`src/rtl/core/assert_macros.svh`:
```
// Assertion helpers shared by the RTL.
`ifndef ASSERT_MACROS_SVH
`define ASSERT_MACROS_SVH

// The expression must hold at every clock edge outside reset.
`define ASSERT_ALWAYS(lbl, clk, rstn, expr, msg) \
  lbl: assert property (@(posedge clk) disable iff (!rstn) (expr)) else $error(msg);

// Whenever ante holds, cons must hold at the same edge.
`define ASSERT_IMPLIES(lbl, clk, rstn, ante, cons, msg) \
  lbl: assert property (@(posedge clk) disable iff (!rstn) (ante) |-> (cons)) else $error(msg);

`endif

```
`src/rtl/core/pls_pkg.sv`:
```
`default_nettype none
package pls_pkg;

  localparam int unsigned WORD_W = 32;
  localparam int unsigned POS_W  = 7;
  localparam int unsigned OP_W   = 2;
  // Wide enough for any cell index and for a length of up to 4096.
  localparam int unsigned IDX_W  = 13;

  typedef enum logic [OP_W-1:0] {
    OP_INSERT = 2'd0,
    OP_DELETE = 2'd1,
    OP_READ   = 2'd2,
    OP_NONE   = 2'd3
  } op_t;

  localparam logic STATUS_OK  = 1'b0;
  localparam logic STATUS_ERR = 1'b1;

  typedef struct packed {
    logic             ins;
    logic             del;
    logic [IDX_W-1:0] at;
    logic [IDX_W-1:0] cnt;
  } cell_cmd_t;

endpackage
`default_nettype wire

```
`src/rtl/core/pls_rd_group.sv`:
```
`default_nettype none
module pls_rd_group #(
  parameter int unsigned N    = 8,
  parameter int unsigned BASE = 0
) (
  input  wire logic                       clk,
  input  wire logic [pls_pkg::WORD_W-1:0] ents [N],
  input  wire logic                       rd_en,
  input  wire logic [pls_pkg::IDX_W-1:0]  at,
  output logic      [pls_pkg::WORD_W-1:0] grp
);
  import pls_pkg::*;

  logic [WORD_W-1:0] grp_r;
  logic [WORD_W-1:0] grp_nxt;

  always_comb begin
    grp_nxt = '0;
    for (int unsigned i = 0; i < N; i++) begin
      if (rd_en && (at == IDX_W'(BASE + i))) begin
        grp_nxt = grp_nxt | ents[i];
      end
    end
  end

  always_ff @(posedge clk) begin
    grp_r <= grp_nxt;
  end

  assign grp = grp_r;

endmodule
`default_nettype wire

```
`config.mk`:
```
export PLATFORM = sky130hd
export DESIGN_NAME = pls_rd_group
export DESIGN_NICKNAME = d
export VERILOG_FILES = /design/src/rtl/core/assert_macros.svh /design/src/rtl/core/pls_pkg.sv /design/src/rtl/core/pls_rd_group.sv
export SDC_FILE = /design/constraint.sdc
export NUM_CORES = 1
export LEC_CHECK = 0
export BUFFER_PORTS_ARGS = -buffer_cell sky130_fd_sc_hd__buf_2
export CAP_MARGIN = 40
export CORE_AREA = 2 2 118 120
export DETAILED_ROUTE_END_ITERATION = 8
export DIE_AREA = 0 0 120 122
export GPL_TIMING_DRIVEN = 0
export PLACE_DENSITY = 0.67
export SLEW_MARGIN = 20
export SYNTH_ARGS = -nofsm -noshare
export SYNTH_HDL_FRONTEND = slang
export SYNTH_SLANG_ARGS = --single-unit
```
`constraint.sdc`:
```
create_clock -name clk -period 1.63 [get_ports clk]
set_clock_uncertainty 0.2 [all_clocks]
set_input_delay 0.0815 -clock clk [delete_from_list [all_inputs] [get_ports clk]]
set_output_delay 0.0815 -clock clk [all_outputs]
set_load 0.05 [all_outputs]
```
==> results_dict.tcl, run 1 <==
set metrics [dict create \
    status "finished, violations left" \
    violations "negative setup slack" \
    final_cell_area_um2 6320 \
    use_met1_pct 21.9 \
    cp_slowest_cell "or4b_4" \
    timing.fmax_ghz 0.592 \
    h-tree-depth 2 \
    ys_seq_area_share_pct 23.3 \
    ioPinCount 303 \
    largest_register_ffs 32 \
    grt_pass1_wl_um 24100 \
    synth_xor_area_share_pct 0 \
    crit_top_cell "buf_12" \
    critPathBufInv 3 \
    synth-simple-area-share_pct 9.09 \
    p_leak_nw 3.20 \
    detail-route-antenna-nets 0 \
    layout.nets 1023 \
    setup-violations-final 15 \
    synth-edff-count 0 \
    dp.cells 788 \
    initial_utilization_pct 20.4 \
    slew_headroom_pct 59.3 \
    fin_cells 933 \
    grt_antenna_before_repair 0 \
    clock_sinks 32 \
    synthMuxAreaShare_pct 35.2 \
    grt_use_met3_pct 7.30 \
    synth_cells 306 \
    tightest_slew_ps 611 \
    multi_input_area_um2 2050 \
    worstSetupEndpointType "register" \
    fp.dieArea_um2 14600 \
    die_w_um 120 \
    numCtsBuffers 5 \
    grt_overflow 0 \
    path_max_fanout 8 \
    synth_seq_cells 32 \
    synth_ff_type "dfxtp_1" \
    max-clock-path-buffers 2 \
    busiest_layer "met2" \
    vias_per_cell 4.85 \
    drt_first_pass_iters 5 \
    maxCapViolations 0 \
    antenna_cells 0 \
    register_area_um2 641 \
    synth_area_per_cell_um2 9.00 \
    post-route-util_pct 46.8 \
    finalHoldViolCount 0 \
    worstSetupPathType "primary input to register" \
    layout_common_cells "307 x buf_2, 121 x dlygate4sd3_1, 89 x mux2i_1" \
    layout_setup_ws_ps -58.7 \
    drtIter0Drc 239 \
    syn-cell-area_um2 2750 \
    coreArea_um2 13500 \
    hp-class "primary input to register" \
    synthArstFlopShare_pct 0 \
    n_fill_cell 1286 \
    drv_slew 0 \
    area_growth_pct 130 \
    cts_tree "built" \
    drive_gt1_share_pct 51.7 \
    root_buffer "clkbuf_16" \
    place_area_um2 4530 \
    drc 0 \
    synth-warning-count 0 \
    totalWireLength_um 17800 \
    period_needed_ps 1690 \
    rsz0062_at_grt "yes" \
    synth_compound_area_share_pct 26.8 \
    vias 4523 \
    fp.dieH_um 122 \
    hpwlAfterDp_um 11600 \
    critical_path.max_stage_delay_ps 590 \
    peakVddDrop_v 0.000414 \
    clkTransAtPathRegs_ps 60 \
    crit_chain "buf_6, or4b_4, nor3_4, nand2_2, buf_12, buf_12, o211ai_2" \
    wire_per_inst_um 19.0 \
    cp.required_ps 1640 \
    grt_util_met2_pct 40.8 \
    io_buffers 302 \
    power.density_nw_per_um2 471 \
    synth_top_family_by_area "multiplexers" \
    grt_pass1_vias 4689 \
    cp-start-kind "primary input" \
    track_usage_pct 22.2 \
    synth_adder_area_share_pct 0 \
    final_common_cell "buf_2" \
    grt_start_max_net_pins 11 \
    timing.final.crit_share_pct 104 \
    gp_congestion 0.772 \
    crit_family "simple AND/OR/NAND/NOR gates" \
    row_count 43 \
    pre_cts_ws_ps -830 \
    syn_nets 577 \
    ys_types 31 \
    cp.arrival_ps 1690 \
    whs_ps 41.5 \
]
[Yosys cell counts, types with 4 or more instances]
master	count	area, um2
dfxtp_1	32	641
o211ai_2	9	113
mux2_2	4	45.0
mux2i_1	90	901
buf_2	11	55.1
buf_1	6	22.5
nand2_1	32	120
clkbuf_1	10	37.5
o22ai_1	29	181
o211ai_1	20	150
a22oi_1	31	233
[final cells by class]
cell class                      count  share of cell area (%)
Buffer                             30                    4.15
Timing Repair Buffer              440                    46.8
Tap cell                          180                    3.56
Clock inverter                      1                   0.475
Inverter                            1                  0.0593
Clock buffer                        7                    2.41
Sequential cell                    32                    10.1
Multi-Input combinational cell    242                    32.4
[final timing paths]
kind / from / cells after the start / endpoint / slack, ps
max: at[12] / 7 / grp[27] / -60
min: ents[32] / 5 / grp[0] / 40
[metrics by stage]
step | total power [W] | TNS, ps
after floorplan | 0.00110 | -1500
after global placement | 0.00150 | -19300
after detailed placement | 0.00151 | -20440
after CTS | 0.00296 | 0
after global routing | 0.00312 | -1000
final | 0.00298 | -319
[repair_timing]
action,4_1_cts,5_1_grt
pin swaps,6,28
cloned,1,2
endpoints found under the setup margin,32,32
endpoints found under the hold margin,32,0
resized for setup,32,36
hold buffers,121,0
buffers inserted,13,1
[logic make-up (layout without fill, tap and decap cells)]
group / after synthesis / count (layout)
buf+inv: 32 / 479
flops: 32 / 32
mux: 95 / 95
simple gates: 49 / 49
compound gates: 98 / 98
[routing by layer]
| metal | vias to the layer above | wire length, um |
|---|---|---|
| met5 | - | 0 |
| met4 | 0 | 863 |
| met3 | 54 | 1660 |
| met2 | 301 | 9070 |
| met1 | 2077 | 6170 |
| li1 | 2091 | - |
[report_power, final]
part | switching (W) | internal (W)
Sequential | 0.0000000661 | 0.000782
Clock | 0.000393 | 0.000806
Combinational | 0.000399 | 0.000599
Total | 0.000792 | 0.00219
Power figures use the tool's default switching activity.
==> run 2: changes to the inputs <==
--- a/config.mk
+++ b/config.mk
@@ -11,8 +11,9 @@
 export DETAILED_ROUTE_END_ITERATION = 8
 export DIE_AREA = 0 0 120 122
 export GPL_TIMING_DRIVEN = 0
-export PLACE_DENSITY = 0.67
+export PLACE_DENSITY = 0.59
 export SLEW_MARGIN = 20
 export SYNTH_ARGS = -nofsm -noshare
 export SYNTH_HDL_FRONTEND = slang
 export SYNTH_SLANG_ARGS = --single-unit
+export TNS_END_PERCENT = 1
==> results_dict.tcl, run 2 (synthesis results as in run 1) <==
set metrics [dict create \
    vias 4286 \
    use_met1_pct 22.3 \
    detail-route-antenna-nets 0 \
    max-clock-path-buffers 2 \
    tightest_slew_ps 579 \
    cp-start-kind "primary input" \
    wire_per_inst_um 17.7 \
    fp.dieArea_um2 14600 \
    maxCapViolations 0 \
    path_max_fanout 10 \
    drt_first_pass_iters 5 \
    busiest_layer "met2" \
    grt_pass1_wl_um 23500 \
    gp_congestion 0.774 \
    violations "negative setup slack" \
    layout_setup_ws_ps -34.1 \
    grt_pass1_vias 4547 \
    hpwlAfterDp_um 11600 \
    hp-class "primary input to register" \
    worstSetupPathType "primary input to register" \
    ioPinCount 303 \
    total_power_w 0.00293 \
    drv_slew 0 \
    grt_overflow 0 \
    root_buffer "clkbuf_16" \
    pre_cts_ws_ps -722 \
    initial_utilization_pct 20.4 \
    row_count 43 \
    cts_tree "built" \
    drc 0 \
    fp.dieH_um 122 \
    clkTransAtPathRegs_ps 60 \
    peakVddDrop_v 0.000331 \
    setup-violations-final 13 \
    status "finished, violations left" \
    grt_antenna_before_repair 0 \
    finalHoldViolCount 0 \
    vias_per_cell 4.65 \
    drtIter0Drc 202 \
    coreArea_um2 13500 \
    area_growth_pct 119 \
    timing.fmax_ghz 0.601 \
    cp_slowest_cell "or4b_4" \
    clock_sinks 32 \
    crit_chain "buf_2, or4b_4, nor3_4, buf_4, clkbuf_8, a22oi_1, o211ai_2" \
    cp.required_ps 1640 \
    grt_start_max_net_pins 11 \
    totalWireLength_um 16300 \
    final_cell_area_um2 6020 \
    io_buffers 302 \
    period_needed_ps 1660 \
    grt_use_met3_pct 5.20 \
    track_usage_pct 21.1 \
    antenna_cells 0 \
    h-tree-depth 2 \
    die_w_um 120 \
    layout_common_cells "309 x buf_2, 119 x dlygate4sd3_1, 90 x mux2i_1" \
    power.density_nw_per_um2 487 \
    cp.arrival_ps 1670 \
    largest_register_ffs 32 \
    timing.final.crit_share_pct 102 \
    p_leak_nw 3.08 \
    worstSetupEndpointType "register" \
    layout.nets 1012 \
    critical_path.max_stage_delay_ps 580 \
    place_area_um2 4520 \
    numCtsBuffers 5 \
    rsz0062_at_grt "yes" \
    n_fill_cell 1328 \
    slew_headroom_pct 61.4 \
    final_common_cell "buf_2" \
    grt_util_met2_pct 41.2 \
    finalSetupTns_ps -154 \
    drive_gt1_share_pct 49.2 \
]
==> run 2: changes by cell type in the layout (fill, tap and decap cells not counted), moves of 2 or more <==
cell	previous run	this run
buf_12	5	0
clkbuf_16	7	5
buf_1	0	2
buf_6	10	4
a22oi_1	20	31
buf_2	307	309
dlygate4sd3_1	121	119
a22oi_2	11	0
==> run 2: layout make-up <==
class	instances	area (um2)	share of cell area [%]
buffer	31	234	3.89
clock inverter	1	30.0	0.499
inverter	1	3.75	0.0624
multi-input combinational	242	1980	32.9
clock buffer	7	153	2.54
tap	180	225	3.74
timing repair buffer	428	2760	45.8
sequential	32	641	10.6
==> run 2: power breakdown <==
part	leakage (nW)	internal, W	switching [W]
Sequential	0.258	0.000782	0.0000000694
Clock	0.0901	0.000806	0.000388
Combinational	2.73	0.000587	0.000369
Total	3.08	0.00218	0.000758
==> run 2: worst paths after layout <==
| check | cells after the start | end | startpoint | slack, ps |
|---|---|---|---|---|
| setup / recovery | 7 | grp[28] | at[12] | -30 |
| hold / removal | 4 | grp[30] | ents[94] | 20 |
==> run 2: critical path: cells and delay by family <==
family,cells,cell delay (ps)
compound gates,2,250
simple gates,2,890
buf+inv,3,440
==> run 2: timing repair <==
| item | in CTS | in global routing |
|---|---|---|
| resized for setup | 22 | 11 |
| hold buffers | 119 | 0 |
| endpoints found under the setup margin | 32 | 31 |
| setup buffers | 7 | 0 |
| pin swaps | 2 | 1 |
| hold endpoints to repair | 32 | 0 |
==> run 2: routing by layer <==
layer / vias up / part of all wire, %
li1: 2067 / -
met1: 1939 / 38
met2: 253 / 54
met3: 27 / 7.3
met4: 0 / 1.5
met5: - / 0
==> run 2: per-stage QoR <==
| step | instances | hold slack (ps) | util [%] |
|---|---|---|---|
| 3_3_place_gp | 788 | 86.9 | 33.5 |
| 4_1_cts | 922 | 9.51 | 44.4 |
| 3_5_place_dp | 788 | 97.3 | 33.5 |
| 5_1_grt | 922 | 67.6 | 44.6 |
| 6_report | 922 | 19.5 | 44.6 |
| 2_1_floorplan | 306 | -0.468 | - |
