==> config.mk <==
export PLATFORM = sky130hd
export DESIGN_NAME = pls_cell
export DESIGN_NICKNAME = d
export VERILOG_FILES = /design/src/rtl/core/assert_macros.svh /design/src/rtl/core/pls_pkg.sv /design/src/rtl/core/pls_cell.sv
export SDC_FILE = /design/constraint.sdc
export NUM_CORES = 1
export LEC_CHECK = 0
export ABC_AREA = 1
export BUFFER_PORTS_ARGS = -buffer_cell sky130_fd_sc_hd__clkbuf_2
export CORE_MARGIN = 2
export CORE_UTILIZATION = 33
export CTS_CLUSTER_DIAMETER = 150
export DETAILED_ROUTE_END_ITERATION = 7
export GPL_ROUTABILITY_DRIVEN = 1
export PLACE_DENSITY_LB_ADDON = 0.12
export SETUP_SLACK_MARGIN = 0.3
export SLEW_MARGIN = 20
export SYNTH_ARGS = -nofsm -noshare
export SYNTH_HDL_FRONTEND = slang
export SYNTH_SLANG_ARGS = --single-unit
==> constraint.sdc <==
create_clock -name clk -period 1.9 [get_ports clk]
set_input_delay 0.095 -clock clk [delete_from_list [all_inputs] [get_ports clk]]
set_output_delay 0.095 -clock clk [all_outputs]
set_load 0.05 [all_outputs]
==> src/rtl/core/assert_macros.svh <==
// Assertion helpers shared by the RTL.
`ifndef ASSERT_MACROS_SVH
`define ASSERT_MACROS_SVH

// The expression must hold at every clock edge outside reset.
`define ASSERT_ALWAYS(lbl, clk, rstn, expr, msg) \
  lbl: assert property (@(posedge clk) disable iff (!rstn) (expr)) else $error(msg);

// Whenever ante holds, cons must hold at the same edge.
`define ASSERT_IMPLIES(lbl, clk, rstn, ante, cons, msg) \
  lbl: assert property (@(posedge clk) disable iff (!rstn) (ante) |-> (cons)) else $error(msg);

`endif

==> src/rtl/core/pls_pkg.sv <==
`default_nettype none
package pls_pkg;

  localparam int unsigned WORD_W = 32;
  localparam int unsigned POS_W  = 7;
  localparam int unsigned OP_W   = 2;
  // Wide enough for any cell index and for a length of up to 4096.
  localparam int unsigned IDX_W  = 13;

  typedef enum logic [OP_W-1:0] {
    OP_INSERT = 2'd0,
    OP_DELETE = 2'd1,
    OP_READ   = 2'd2,
    OP_NONE   = 2'd3
  } op_t;

  localparam logic STATUS_OK  = 1'b0;
  localparam logic STATUS_ERR = 1'b1;

  typedef struct packed {
    logic             ins;
    logic             del;
    logic [IDX_W-1:0] at;
    logic [IDX_W-1:0] cnt;
  } cell_cmd_t;

endpackage
`default_nettype wire

==> src/rtl/core/pls_cell.sv <==
`default_nettype none
module pls_cell #(
  parameter int unsigned IDX = 0
) (
  input  wire logic                      clk,
  input  wire pls_pkg::cell_cmd_t        cmd,
  input  wire logic [pls_pkg::WORD_W-1:0] value,
  input  wire logic [pls_pkg::WORD_W-1:0] left,
  input  wire logic [pls_pkg::WORD_W-1:0] right,
  output logic      [pls_pkg::WORD_W-1:0] entry
);
  import pls_pkg::*;

  localparam logic [IDX_W-1:0] ME = IDX_W'(IDX);

  logic [WORD_W-1:0] entry_r;
  logic [WORD_W-1:0] entry_nxt;

  always_comb begin
    entry_nxt = entry_r;
    if (cmd.ins && (ME == cmd.at)) begin
      entry_nxt = value;
    end else if (cmd.ins && (ME > cmd.at) && (ME <= cmd.cnt)) begin
      entry_nxt = left;
    end else if (cmd.del && (ME >= cmd.at) && ((ME + IDX_W'(1)) < cmd.cnt)) begin
      entry_nxt = right;
    end
  end

  always_ff @(posedge clk) begin
    entry_r <= entry_nxt;
  end

  assign entry = entry_r;

endmodule
`default_nettype wire

==> reports/results.txt, run 1 <==
Status = completed
Global placer's final weighted congestion = 0.700
Most frequent cells in the layout = clkbuf_2 (123), nand2_1 (73), nand4_1 (32), edfxtp_1 (32), nor2_1 (14)
CP Max Fanout = 18
Crit path DAT = 1.13 ns
Total grt overflow = 0
Router iterations before antenna repair = 4
Largest family of logic cells by synthesized area = simple AND/OR/NAND/NOR gates
Cell Area, Synth = 1670 sq um
Post-synthesis compound-gate area fraction = 0%
Syn_area_per_cell = 9.26 sq um
WL per Instance = 11.9 um
Vias in the first global route = 1549
Slowest cell on crit path = buf_4
Peak Freq = 854 MHz
First-pass GRT wire length = 6.65 mm
Mapped Nets = 305
Clock network fraction of design power = 33.5%
Worst slew margin = 76.7%
Number of buffers created by CTS = 5
Layout Nets = 428
H-tree depth = 2
Vias/cell = 4.59
Setup TNS Final = 0 ns
Reg clk slew, reported paths = 0.06 ns
Area growth, synth to finish = 44.1%
Comb pwr share = 11.0%
Synth Register Bits = 32
Post-Synth XOR/XNOR Area = 0%
Flop pwr share = 55.6%
Cells after Synth = 180
Sequential standard cell area = 961 sq um
CTS tree = done
CP Cell Sequence = clkbuf_2 > nor2_1 > nand2_1 > nor2_4 > nand3_4 > nand2_2 > buf_4
WP buf/inv = 2
Final worst path period share = 61.7%
Max Slew Vio Count = 0
Final Hold Viols = 0
Clock sink total = 32
Post-cts resize count = 0
IO Pins = 157
Antenna violations before repair = 0
Worst setup EP type = register
Family with the most delay on the worst path = simple AND/OR/NAND/NOR gates
Synthesized-area fraction occupied by adder cells = 0%
Root Buffer = clkbuf_8
Die area = 5630 sq um
Area of the multi-input gates = 586 sq um
Largest net degree at the start of global routing = 33
Detailed placer's ending HPWL = 3.29 mm
Die W = 75.1 um
Internal Power = 1.11 mW
Initial Util = 34.8%
DR vias = 1698
Pwr Density = 582 nW/um^2
DRT Wirelength = 4.39 mm
Max reg flops = 32
Distinct cell type count after synthesis = 15
RSZ-0062 raised after global routing = false
CP Data Required Time = 1.86 ns
Seq/Total Area, Yosys = 57.7%
Switching Share = 20.5%
Slew @ Worst Pin = 0.350 ns
Routed Antenna Nets = 0
Non-Filler Instances = 370
Number of port buffers = 123
Fin crit period = 1.17 ns
Yosys Warn Count = 0
Fillers = 510
Most common cell after layout, fill and taps aside = clkbuf_2
CORE AREA = 4790 sq um
Post-Synth Simple-Gate Area = 35.0%
Crit path largest cell delay = 0.26 ns
Ant diodes = 0
P_sw = 0.286 mW
Worst VDD drop = 273 uV
Postcts setup bufs = 0
Critical Path Start Type = input port
Placed Instances = 363
Multiplexer area fraction after synthesis = 0%
# setup viols final = 0
Worst min path class = in2reg
Clock buffer depth = 2
First DRT Iteration DRCs = 62
Max capacitance violation total = 0
CTS Hold Bufs = 0
Die Y = 75.1 um
GRT Resource Usage Total = 15.7%
Share of layout cells above drive strength 1 = 46.5%
Classification of the worst setup path = in2reg
Pleak = 1.23 nW
Drt drc = 0
Row cnt = 25
==> tightest hold or removal path, cell delays in order <==
cell	delay, ns
clkbuf_2	0.07
nand2_1	0.04
nand2_1	0.04
==> power by group through the flow <==
stage / clock, mW / sequential [mW] / combinational, mW
after global placement: 0 / 0.791 / 0.153
after CTS: 0.484 / 0.776 / 0.155
final: 0.468 / 0.776 / 0.153
after global routing: 0.508 / 0.776 / 0.176
after floorplan: 0 / 0.792 / 0.0528
after detailed placement: 0 / 0.791 / 0.154
==> layer usage <==
layer	track usage, %	vias to the layer above	wire length, um
met4	4.17	0	33
met3	5.89	4	493
met2	28.3	83	2150
met1	17.4	746	1710
met5	0	-	0
li1	-	865	-
==> cells in the mapped netlist (all sizes together) <==
library cell / instances / area share, %
buf: 11 / 4.9
clkbuf: 2 / 0.45
edfxtp: 32 / 58
inv: 9 / 2.0
nand2: 74 / 17
nand3: 3 / 1.7
nand3b: 1 / 0.45
nand4: 32 / 12
nor2: 15 / 3.8
or2: 1 / 0.38
==> metrics by stage <==
stage,util [%],hold slack [ns],instance area (sq um),setup slack (ns),total power [mW]
finish,50.2,0.0803,2400,0.729,1.40
global route,50.2,0.0811,2400,0.612,1.46
CTS,50.2,0.0734,2400,0.706,1.42
detailed placement,48.6,0.362,2320,0.421,0.946
global placement,48.6,0.359,2320,0.448,0.945
floorplan,-,0.274,1670,0.402,0.845
==> final cells by class <==
cell class	instances	share of cell area (%)
clock inverters	1	0.208
inverters	9	1.41
clock buffers	6	3.02
multi-input cells	126	24.4
flip-flops and latches	32	40.0
repair buffers	129	27.5
well taps	67	3.49
==> final timing paths <==
| kind | from | depth (start not counted) | endpoint | slack [ns] |
|---|---|---|---|---|
| setup / recovery | cmd[14] | 7 | entry[5] | 0.73 |
| hold / removal | right[27] | 3 | entry[27] | 0.08 |
==> cells by family after synthesis <==
logic type	count (synthesis)
and+or+nand+nor	126
DFF	32
buffers and inverters	22
Power figures use the tool's default switching activity.
==> inputs of run 2 (changes only) <==
CORE_UTILIZATION = 35   (was 33)
clock period = 1.15 ns   (was 1.9 ns; I/O delays follow)
==> run 2 against run 1 <==
Compared with the run above: combinational power is 86% higher; routed wire length is 14% higher; power is 68% higher; clock power is 66% higher; count of clock-buffer cells in the layout is 1 lower; global-route usage is 2.9 points higher; largest power group unchanged.
==> reports/results.txt, run 2 (synthesis gave the netlist of run 1 again) <==
Number of buffers created by CTS = 5 (unchanged)
Total grt overflow = 0 (unchanged)
Status = completed (unchanged)
Worst min path class = in2reg (unchanged)
Vias/cell = 4.80 (was 4.59)
Die area = 5330 sq um (was 5630 sq um)
P_sw = 0.498 mW (was 0.286 mW)
Global placer's final weighted congestion = 0.720 (was 0.700)
Final worst path period share = 87.7%
CP Data Required Time = 1.14 ns (was 1.86 ns)
Die W = 73.0 um (was 75.1 um)
Clock buffer depth = 2 (unchanged)
Router iterations before antenna repair = 4 (unchanged)
Post-layout util = 64.5% (was 50.2%)
First-pass GRT wire length = 7.52 mm (was 6.65 mm)
Classification of the worst setup path = in2reg (unchanged)
Routed Antenna Nets = 0 (unchanged)
Internal Power = 1.84 mW (was 1.11 mW)
Comb pwr share = 12.1% (was 11.0%)
CTS tree = done (unchanged)
Vias in the first global route = 1648 (was 1549)
Reg clk slew, reported paths = 0.06 ns (about the same)
Clock sink total = 32 (unchanged)
Flop pwr share = 54.8% (was 55.6%)
Area growth, synth to finish = 80.3% (was 44.1%)
Initial Util = 35.8% (was 34.8%)
Root Buffer = clkbuf_8 (unchanged)
# setup viols final = 0 (unchanged)
Worst slew margin = 82.7% (was 76.7%)
Pleak = 1.45 nW (was 1.23 nW)
DR vias = 1776 (was 1698)
IO Pins = 157 (unchanged)
Post-DP Area = 2400 sq um (was 2320 sq um)
WL per Instance = 13.5 um (was 11.9 um)
CTS Hold Bufs = 0 (unchanged)
Row cnt = 25 (unchanged)
Most common cell after layout, fill and taps aside = clkbuf_2 (unchanged)
CP Max Fanout = 8 (was 18)
Clock network fraction of design power = 33.1% (was 33.5%)
Slew @ Worst Pin = 0.260 ns (was 0.350 ns)
Die Y = 73.0 um (was 75.1 um)
Worst setup margin = 0.142 ns (was 0.729 ns)
Fin crit period = 1.01 ns
Max Slew Vio Count = 0 (unchanged)
Share of layout cells above drive strength 1 = 53.8% (was 46.5%)
Ant diodes = 0 (unchanged)
Largest net degree at the start of global routing = 22 (was 33)
H-tree depth = 2 (unchanged)
Max capacitance violation total = 0 (unchanged)
Max reg flops = 32 (unchanged)
Critical Path Start Type = input port (unchanged)
Pwr Density = 780 nW/um^2 (was 582 nW/um^2)
Worst setup EP type = register (unchanged)
Detailed placer's ending HPWL = 3.30 mm (was 3.29 mm)
Layout Nets = 441 (was 428)
Hold_ws = 0.0389 ns (was 0.0803 ns)
DRT Wirelength = 5.00 mm (was 4.39 mm)
Worst VDD drop = 381 uV (was 273 uV)
Number of port buffers = 123 (unchanged)
Crit path DAT = 0.99 ns (was 1.13 ns)
Setup TNS Final = 0 ns (unchanged)
Drt drc = 0 (unchanged)
Post-route cell area = 3000 sq um (was 2400 sq um)
RSZ-0062 raised after global routing = true (was false)
Antenna violations before repair = 0 (unchanged)
Pre-CTS setup slack = -0.112 ns (was 0.421 ns)
CORE AREA = 4660 sq um (was 4790 sq um)
Peak Freq = 992 MHz
Switching Share = 21.3% (was 20.5%)
GRT Resource Usage Total = 18.7% (was 15.7%)
Final Hold Viols = 0 (unchanged)
Most frequent cells in the layout = clkbuf_2 (87), nand2_1 (65), nand4_1 (32), clkbuf_8 (32), edfxtp_1 (32) (was clkbuf_2 (123), nand2_1 (73), nand4_1 (32), edfxtp_1 (32), nor2_1 (14))
First DRT Iteration DRCs = 64 (was 62)
-- run 2: cell count changes in the layout (fill, tap and decap cells not counted), sizes merged --
cell    delta
nand2      +3
buf       +17
clkinv     +1
clkbuf     -8
-- run 2: through the flow --
| stage | std cells | power [mW] |
|---|---|---|
| 2_1_floorplan | 180 | 1.39 |
| 3_3_place_gp | 354 | 1.57 |
| 3_5_place_dp | 354 | 1.57 |
| 4_1_cts | 367 | 2.34 |
| 5_1_grt | 370 | 2.45 |
| 6_report | 370 | 2.34 |
-- run 2: worst paths after layout --
kind,depth (start not counted),from,end,slack [ns]
hold / removal,3,right[31],entry[31],0.04
setup / recovery,6,cmd[25],entry[24],0.14
-- run 2: cell type report --
type,instances,area (sq um)
Fill cell,373,1660
Inverter,9,33.8
Clock inverter,2,7.51
Multi-Input combinational cell,129,714
Tap cell,54,67.6
Sequential cell,32,961
Timing Repair Buffer,139,1150
Clock buffer,5,68.8
-- run 2: power groups by stage --
stage / Sequential, mW / Combinational, mW / Clock (mW)
floorplan: 1.31 / 0.0860 / 0
global placement: 1.31 / 0.258 / 0
detailed placement: 1.31 / 0.260 / 0
CTS: 1.28 / 0.266 / 0.795
global route: 1.28 / 0.321 / 0.848
finish: 1.28 / 0.284 / 0.775
-- run 2: per-layer routing --
layer,global-route usage [%],wire [um],share of wire (%)
met4,5.56,31,0.62
met1,23.7,2060,41
met5,0,0,0
met2,31.5,2580,51
met3,4.28,334,6.7
-- run 2: timing repair --
action                     4_1_cts  5_1_grt
cloned                           4        2
setup endpoints to repair       96       96
gates resized for setup         77       26
pin swaps                       10        8
buffers inserted                 2        1
hold endpoints to repair         0        0
-- run 2: worst max-delay path, cell delays in order --
cell	delay, ns
buf_6	0.09
nand3b_1	0.18
nor2_4	0.15
nand3_4	0.19
buf_6	0.21
nand2_8	0.11
